### src/ackrx_pkg.sv
// Shared types, codes and the CRC-16/MODBUS byte update for the ack frame receiver.
`default_nettype none
package ackrx_pkg;

  // input word kinds (tuser)
  localparam logic [1:0] MODE_ARM  = 2'd0;
  localparam logic [1:0] MODE_BYTE = 2'd1;
  localparam logic [1:0] MODE_TICK = 2'd2;

  // result kinds
  localparam logic [1:0] OUT_ACK     = 2'd0;
  localparam logic [1:0] OUT_NACK    = 2'd1;
  localparam logic [1:0] OUT_TIMEOUT = 2'd2;

  // configuration register indexes
  localparam logic CFG_TIMEOUT_LIMIT = 1'b0;
  localparam logic CFG_ACK_CODE      = 1'b1;

  localparam logic [15:0] TIMEOUT_RESET = 16'd1000;
  localparam logic [7:0]  ACK_RESET     = 8'h00;

  // frame constants
  localparam logic [7:0]  SYNC_FIRST  = 8'hAA;
  localparam logic [7:0]  SYNC_SECOND = 8'hBB;
  localparam logic [7:0]  FRAME_LEN   = 8'h06;
  localparam logic [15:0] CRC_INIT    = 16'hFFFF;
  localparam logic [15:0] CRC_POLY    = 16'hA001;
  localparam logic [15:0] MS_MAX      = 16'hFFFF;

  // one result word
  typedef struct packed {
    logic [1:0] outcome;
    logic [7:0] status;
    logic       crc_match;
  } res_t;

  // reflected CRC-16 update over one byte, unrolled over eight bit steps
  function automatic logic [15:0] crc_byte(input logic [15:0] crc_in, input logic [7:0] b);
    logic [15:0] c;
    c = crc_in ^ {8'h00, b};
    for (int k = 0; k < 8; k++) begin
      if (c[0]) begin
        c = (c >> 1) ^ CRC_POLY;
      end else begin
        c = c >> 1;
      end
    end
    return c;
  endfunction

endpackage
`default_nettype wire

### src/ackrx_core.sv
// Frame parser, running CRC and millisecond counter; one input word per cycle while accept_i is high.
`default_nettype none
module ackrx_core import ackrx_pkg::*; (
  input  wire logic        clk_i,
  input  wire logic        rst_ni,
  input  wire logic        accept_i,
  input  wire logic [1:0]  mode_i,
  input  wire logic [7:0]  rx_byte_i,
  input  wire logic [15:0] timeout_limit_i,
  input  wire logic [7:0]  ack_code_i,
  output logic             res_valid_o,
  output res_t             res_o
);

  // parser phases
  localparam logic [2:0] PH_HUNT   = 3'd0;
  localparam logic [2:0] PH_SYNC2  = 3'd1;
  localparam logic [2:0] PH_STATUS = 3'd2;
  localparam logic [2:0] PH_LEN    = 3'd3;
  localparam logic [2:0] PH_CRCH   = 3'd4;
  localparam logic [2:0] PH_CRCL   = 3'd5;

  logic        waiting_q, waiting_d;
  logic [2:0]  phase_q, phase_d;
  logic [15:0] crc_q, crc_d;
  logic [7:0]  status_q, status_d;
  logic [7:0]  crch_q, crch_d;
  logic [15:0] elapsed_q, elapsed_d;

  logic [15:0] crc_upd;
  logic [15:0] elapsed_inc;
  logic        crc_ok;

  assign crc_upd     = crc_byte((phase_q == PH_SYNC2 || phase_q == PH_STATUS ||
                                 phase_q == PH_LEN) ? crc_q : CRC_INIT, rx_byte_i);
  assign elapsed_inc = (elapsed_q == MS_MAX) ? elapsed_q : elapsed_q + 16'd1;
  assign crc_ok      = ({crch_q, rx_byte_i} == crc_q);

  // next state and result for the word on the input
  always_comb begin
    waiting_d   = waiting_q;
    phase_d     = phase_q;
    crc_d       = crc_q;
    status_d    = status_q;
    crch_d      = crch_q;
    elapsed_d   = elapsed_q;
    res_valid_o = 1'b0;
    res_o       = '0;
    if (accept_i) begin
      if (mode_i == MODE_ARM) begin
        waiting_d = 1'b1;
        phase_d   = PH_HUNT;
        crc_d     = CRC_INIT;
        elapsed_d = '0;
      end else if (waiting_q && mode_i == MODE_TICK) begin
        elapsed_d = elapsed_inc;
        if (elapsed_inc >= timeout_limit_i) begin
          res_valid_o   = 1'b1;
          res_o.outcome = OUT_TIMEOUT;
        end
      end else if (waiting_q && mode_i == MODE_BYTE) begin
        if (elapsed_q >= timeout_limit_i) begin
          res_valid_o   = 1'b1;
          res_o.outcome = OUT_TIMEOUT;
        end else begin
          case (phase_q)
            PH_SYNC2: begin
              if (rx_byte_i == SYNC_SECOND) begin
                crc_d   = crc_upd;
                phase_d = PH_STATUS;
              end else begin
                phase_d = PH_HUNT;
                crc_d   = CRC_INIT;
              end
            end
            PH_STATUS: begin
              status_d = rx_byte_i;
              crc_d    = crc_upd;
              phase_d  = PH_LEN;
            end
            PH_LEN: begin
              if (rx_byte_i == FRAME_LEN) begin
                crc_d   = crc_upd;
                phase_d = PH_CRCH;
              end else begin
                phase_d = PH_HUNT;
                crc_d   = CRC_INIT;
              end
            end
            PH_CRCH: begin
              crch_d  = rx_byte_i;
              phase_d = PH_CRCL;
            end
            PH_CRCL: begin
              res_valid_o     = 1'b1;
              res_o.outcome   = (crc_ok && status_q == ack_code_i) ? OUT_ACK : OUT_NACK;
              res_o.status    = status_q;
              res_o.crc_match = crc_ok;
            end
            default: begin
              // hunting (unused phases behave the same)
              if (rx_byte_i == SYNC_FIRST) begin
                crc_d   = crc_upd;
                phase_d = PH_SYNC2;
              end else begin
                crc_d   = CRC_INIT;
                phase_d = PH_HUNT;
              end
            end
          endcase
        end
      end
      // a report ends the wait
      if (res_valid_o) begin
        waiting_d = 1'b0;
        phase_d   = PH_HUNT;
        crc_d     = CRC_INIT;
      end
    end
  end

  // state registers
  always_ff @(posedge clk_i or negedge rst_ni) begin
    if (!rst_ni) begin
      waiting_q <= 1'b0;
      phase_q   <= PH_HUNT;
      crc_q     <= CRC_INIT;
      status_q  <= '0;
      crch_q    <= '0;
      elapsed_q <= '0;
    end else begin
      waiting_q <= waiting_d;
      phase_q   <= phase_d;
      crc_q     <= crc_d;
      status_q  <= status_d;
      crch_q    <= crch_d;
      elapsed_q <= elapsed_d;
    end
  end

endmodule
`default_nettype wire

### src/ackrx_out_reg.sv
// Output result register; takes a new result in the cycle the old one leaves.
`default_nettype none
module ackrx_out_reg import ackrx_pkg::*; (
  input  wire logic clk_i,
  input  wire logic rst_ni,
  input  wire logic load_i,
  input  res_t      res_i,
  input  wire logic m_ready_i,
  output logic      m_valid_o,
  output res_t      res_o,
  output logic      free_o
);

  logic valid_q, valid_d;
  res_t res_q;

  assign free_o    = !valid_q || m_ready_i;
  assign valid_d   = load_i || (valid_q && !m_ready_i);
  assign m_valid_o = valid_q;
  assign res_o     = res_q;

  // valid flag
  always_ff @(posedge clk_i or negedge rst_ni) begin
    if (!rst_ni) begin
      valid_q <= 1'b0;
    end else begin
      valid_q <= valid_d;
    end
  end

  // payload
  always_ff @(posedge clk_i) begin
    if (load_i) begin
      res_q <= res_i;
    end
  end

endmodule
`default_nettype wire

### src/ack_frame_receiver_crc16_timeout.sv
// Top level of the acknowledge frame receiver with CRC-16 check and timeout.
//
//   channel  | dir | handshake                   | contents
//   s_axis   | in  | s_axis_tvalid/s_axis_tready | tuser mode, tdata rx_byte
//   m_axis   | out | m_axis_tvalid/m_axis_tready | tuser outcome, tdata status/crc flag
//   cfg      | in  | cfg_we_i, no wait           | timeout_limit, ack_code
//
// One word per cycle: the parser, unrolled byte CRC and ms counter sit between
// the input and the result register; a result shows in the cycle after its word.
// A stalled result holds s_axis_tready low until the result is taken.
// Reset clears the parser to idle and loads timeout_limit 1000, ack_code 0.
`default_nettype none
module ack_frame_receiver_crc16_timeout import ackrx_pkg::*; (
  input  wire logic        clk_i,
  input  wire logic        rst_ni,
  input  wire logic        s_axis_tvalid,
  output logic             s_axis_tready,
  input  wire logic [7:0]  s_axis_tdata,  // [7:0] rx_byte
  input  wire logic [1:0]  s_axis_tuser,  // [1:0] mode
  output logic             m_axis_tvalid,
  input  wire logic        m_axis_tready,
  output logic [15:0]      m_axis_tdata,  // [7:0] status_seen, [8] crc_matched, [15:9] zero
  output logic [1:0]       m_axis_tuser,  // [1:0] outcome
  input  wire logic        cfg_we_i,
  input  wire logic        cfg_addr_i,
  input  wire logic [15:0] cfg_wdata_i
);

  logic [15:0] timeout_limit_q;
  logic [7:0]  ack_code_q;
  logic        accept;
  logic        res_valid;
  res_t        res;
  res_t        res_out;
  logic        free;

  // configuration registers
  always_ff @(posedge clk_i or negedge rst_ni) begin
    if (!rst_ni) begin
      timeout_limit_q <= TIMEOUT_RESET;
      ack_code_q      <= ACK_RESET;
    end else if (cfg_we_i) begin
      case (cfg_addr_i)
        CFG_TIMEOUT_LIMIT: timeout_limit_q <= cfg_wdata_i;
        CFG_ACK_CODE:      ack_code_q      <= cfg_wdata_i[7:0];
        default:           ;
      endcase
    end
  end

  assign s_axis_tready = free;
  assign accept        = s_axis_tvalid && free;

  ackrx_core u_core (
    .clk_i           (clk_i),
    .rst_ni          (rst_ni),
    .accept_i        (accept),
    .mode_i          (s_axis_tuser),
    .rx_byte_i       (s_axis_tdata),
    .timeout_limit_i (timeout_limit_q),
    .ack_code_i      (ack_code_q),
    .res_valid_o     (res_valid),
    .res_o           (res)
  );

  ackrx_out_reg u_out (
    .clk_i     (clk_i),
    .rst_ni    (rst_ni),
    .load_i    (res_valid),
    .res_i     (res),
    .m_ready_i (m_axis_tready),
    .m_valid_o (m_axis_tvalid),
    .res_o     (res_out),
    .free_o    (free)
  );

  assign m_axis_tuser = res_out.outcome;
  assign m_axis_tdata = {7'd0, res_out.crc_match, res_out.status};

  // input only stalls behind a waiting result
  a_stall_cause: assert property (@(posedge clk_i) disable iff (!rst_ni)
    !s_axis_tready |-> m_axis_tvalid)
    else $error("input stalled with no pending result");

  // timeout results carry no status and no crc match
  a_timeout_clean: assert property (@(posedge clk_i) disable iff (!rst_ni)
    (m_axis_tvalid && m_axis_tuser == OUT_TIMEOUT) |-> (m_axis_tdata == 16'd0))
    else $error("timeout result with payload");

  // ack only with a matching crc
  a_ack_needs_crc: assert property (@(posedge clk_i) disable iff (!rst_ni)
    (m_axis_tvalid && m_axis_tuser == OUT_ACK) |-> m_axis_tdata[8])
    else $error("ack without crc match");

  // an arm word never produces a result
  a_arm_silent: assert property (@(posedge clk_i) disable iff (!rst_ni)
    (s_axis_tvalid && s_axis_tready && s_axis_tuser == MODE_ARM) |=>
      !($rose(m_axis_tvalid)))
    else $error("result after arm word");

endmodule
`default_nettype wire
### config.mk
export PLATFORM = sky130hd
export DESIGN_NAME = ack_frame_receiver_crc16_timeout
export DESIGN_NICKNAME = d
export VERILOG_FILES = /design/src/ackrx_pkg.sv /design/src/ackrx_core.sv /design/src/ackrx_out_reg.sv /design/src/ack_frame_receiver_crc16_timeout.sv
export SDC_FILE = /design/constraint.sdc
export NUM_CORES = 1
export LEC_CHECK = 0
export BUFFER_PORTS_ARGS = -buffer_cell sky130_fd_sc_hd__buf_4
export CAP_MARGIN = 20
export CORE_ASPECT_RATIO = 1.25
export CORE_MARGIN = 2
export CORE_UTILIZATION = 50
export CTS_BUF_LIST = sky130_fd_sc_hd__clkbuf_4
export DETAILED_ROUTE_END_ITERATION = 16
export PLACE_DENSITY = 0.76
export SYNTH_ARGS = -nofsm -noshare
export SYNTH_HDL_FRONTEND = slang
export SYNTH_SLANG_ARGS = --single-unit
export TNS_END_PERCENT = 50
### constraint.sdc
create_clock -name clk_i -period 5.3 [get_ports clk_i]
set_clock_uncertainty 0.05 [all_clocks]
set_input_delay 0.53 -clock clk_i [delete_from_list [all_inputs] [get_ports clk_i]]
set_output_delay 0.53 -clock clk_i [all_outputs]
set_load 0.02 [all_outputs]
==> flow_summary.ini <==
[outcome]
status = finished clean

[setup_path]
crit_end = u_out.res_o[1]
critPathKind = reg -> reg
worstReg2RegEnd = u_out.res_o[1]
end_kind = register
arrival_ns = 4.93
startpoint = u_core.elapsed_q[3]
worst-r2r-cell-count = 14
worstPathMaxFanout = 10
startpoint_type = register
required_ns = 5.43
timing.rr.start = u_core.elapsed_q[3]
rrSetupSlack_ns = 0.51

[placed_design]
place_inst = 694
io_buffers = 44
place.gp.congestion = 0.867
dp_slack_ns = 0.564
dp_hpwl_um = 8770

[detailed_routing]
ant_nets = 0
drcViolationCount = 0
drt_wl_total_um = 11900
viasPerCell = 5.79
drt_iter0_markers = 175
vias = 4123
wl_per_cell_um = 16.7
dr.pass1.iters = 4

[clock_tree]
cts_root_buf = clkbuf_4
cts_tree = done
cts.clk_slew.worst_paths_ns = 0.14
worstSkewPairLatency_ns = 0.46
cts_made_buffers = 9
post_cts_buffers = 0
htreeDepth = 3
cts_buffer_depth = 2
cts_sinks = 88

[timing]
tns_ns = 0
slew_viol_final = 0
timing.slew.headroom_pct = 36.5
worst_slew_pin_slew_ns = 0.948
fin_crit_ns = 4.79
setup_viol = 0
final_hold_viol_count = 0
rsz0062_at_grt = false
whs_ns = 0.215
clock.fmax_ghz = 0.209
setup_slack_ns = 0.508
fin_crit_sh_pct = 90.4

[grt]
grt-ovfl-total = 0
antenna_found_initial = 0
grt_pass1_wl_um = 20000
grt.total_usage_pct = 21.5
grt_max_degree = 78
first_global_vias = 4234

[finish]
drive_above_1_share_pct = 20.7
utilization_pct = 56.5
layout_commonest_cell = dfrtp_1
n_antenna_cell = 0
finalNonFillerCells = 712
syn_to_final_growth_pct = 10.6
mostFrequentLayoutCells = 55 x dfrtp_1, 47 x xnor2_1, 47 x buf_4
layout.nets = 640
nFillCells = 895

[job]
cap_violations = 0

[die]
dieWidth_um = 96.7
dieArea_um2 = 11600
core_um2 = 10500
rows = 42
dieHeight_um = 120
ios = 52
start_util_pct = 51.1

[yosys]
avgSynthCellArea_um2 = 9.96
synth_flop_cell = dfrtp_1
synth_area_um2 = 5370
synth_cells = 539
synth-seq-cells = 88
synth_warnings = 0
synth_edf_count = 11
synthDistinctLibCells = 60
ys_seq_area_share_pct = 42.6
synthArstFlopShare_pct = 87.5

[power]
leakage_nw = 2.56
vdd_drop_max_mv = 0.149
power_density_nw_per_um2 = 300

[min_path]
hold_path_class = in -> reg
-- through the flow --
| stage | area, um^2 | total power [mW] |
|---|---|---|
| 3_5_place_dp | 5760 | 1.39 |
| 6_report | 5940 | 1.78 |
| 2_1_floorplan | 5390 | 1.25 |
| 4_1_cts | 5900 | 1.78 |
| 5_1_grt | 5940 | 1.89 |
| 3_3_place_gp | 5760 | 1.37 |
-- critical path: stages (launching register included) --
cell and delay (ns):
dfrtp_1 0.54, nand4_1 0.19, or4_1 0.70, or3_4 0.49, and2_4 0.17, and3_4 0.18, xor2_1 0.15, ha_1 0.29
o21ai_0 0.07, a21oi_1 0.16, o211ai_1 0.11, o21ai_0 0.48, nand3_1 0.18, a21oi_1 0.47, buf_4 0.29
-- layer usage --
layer / routed length [um] / up-vias / global-route usage (%)
li1: - / 1973 / -
met1: 4770 / 2008 / 24.4
met2: 6330 / 106 / 38.4
met3: 417 / 36 / 4.54
met4: 374 / 0 / 10.5
met5: 0 / - / 0
-- cell usage after synthesis, drive strengths merged (15+ instances only) --
master | n | area share [%]
dfrtp | 55 | 26
nand2 | 43 | 3.0
dfstp | 22 | 11
nor2 | 38 | 2.7
o21ai | 35 | 3.3
ha | 33 | 7.7
a21oi | 21 | 2.0
nand3 | 15 | 1.4
xnor2 | 47 | 7.7
clkbuf | 19 | 1.3
inv | 28 | 2.0
xor2 | 17 | 2.8
mux2 | 25 | 5.2
-- registers in the layout (all words and copies together), names as in the netlist --
name              cells
u_core.elapsed_q     16
u_core.waiting_q      1
u_core.status_q       8
u_core.crc_q         16
u_core.crch_q         8
u_core.phase_q        3
timeout_limit_q      16
u_out.res_o          11
u_out.m_valid_o       1
ack_code_q            8
-- cells by family after synthesis --
kind of cell	after synthesis	synth area share [%]
xor gates and xnor gates	65	10.9
buffers and inverters	58	4.80
muxes	25	5.25
other	1	0.0699
DFF	88	42.6
adders and majority gates	33	7.69
and+or+nand+nor	155	14.5
AOI/OAI and AO/OA	114	14.2
-- power by group --
group	total, mW	internal [mW]	switching (mW)
clock	0.399	0.152	0.247
sequential	0.884	0.797	0.0877
combinational	0.495	0.238	0.257
-- how the worst min path moves through the flow --
stage / from / endpoint / slack (ns) / depth (start not counted)
final: cfg_wdata_i[11] / timeout_limit_q[11] / 0.22 / 3
after global routing: cfg_wdata_i[13] / timeout_limit_q[13] / 0.20 / 3
after CTS: rst_ni / timeout_limit_q[4] / 0.19 / 1
after detailed placement: u_out.m_valid_o / u_out.m_valid_o / 0.45 / 1
after global placement: u_out.m_valid_o / u_out.m_valid_o / 0.44 / 1
after floorplan: rst_ni / ack_code_q[0] / 0.18 / 0
-- cell type report --
cell class	instances	area [um^2]	share of cell area [%]
Sequential cell	88	2280	38.5
Inverter	28	105	1.77
Clock buffer	10	75.1	1.26
Tap cell	132	165	2.78
Multi-Input combinational cell	399	2850	48.0
Timing Repair Buffer	49	390	6.58
Clock inverter	6	66.3	1.12
-- what timing repair did --
action | in CTS | in global routing
endpoints found under the hold margin | 0 | 19
gates resized for setup | 0 | 0
hold buffers | 0 | 1
Note: power is estimated with default switching activity, not from simulation.
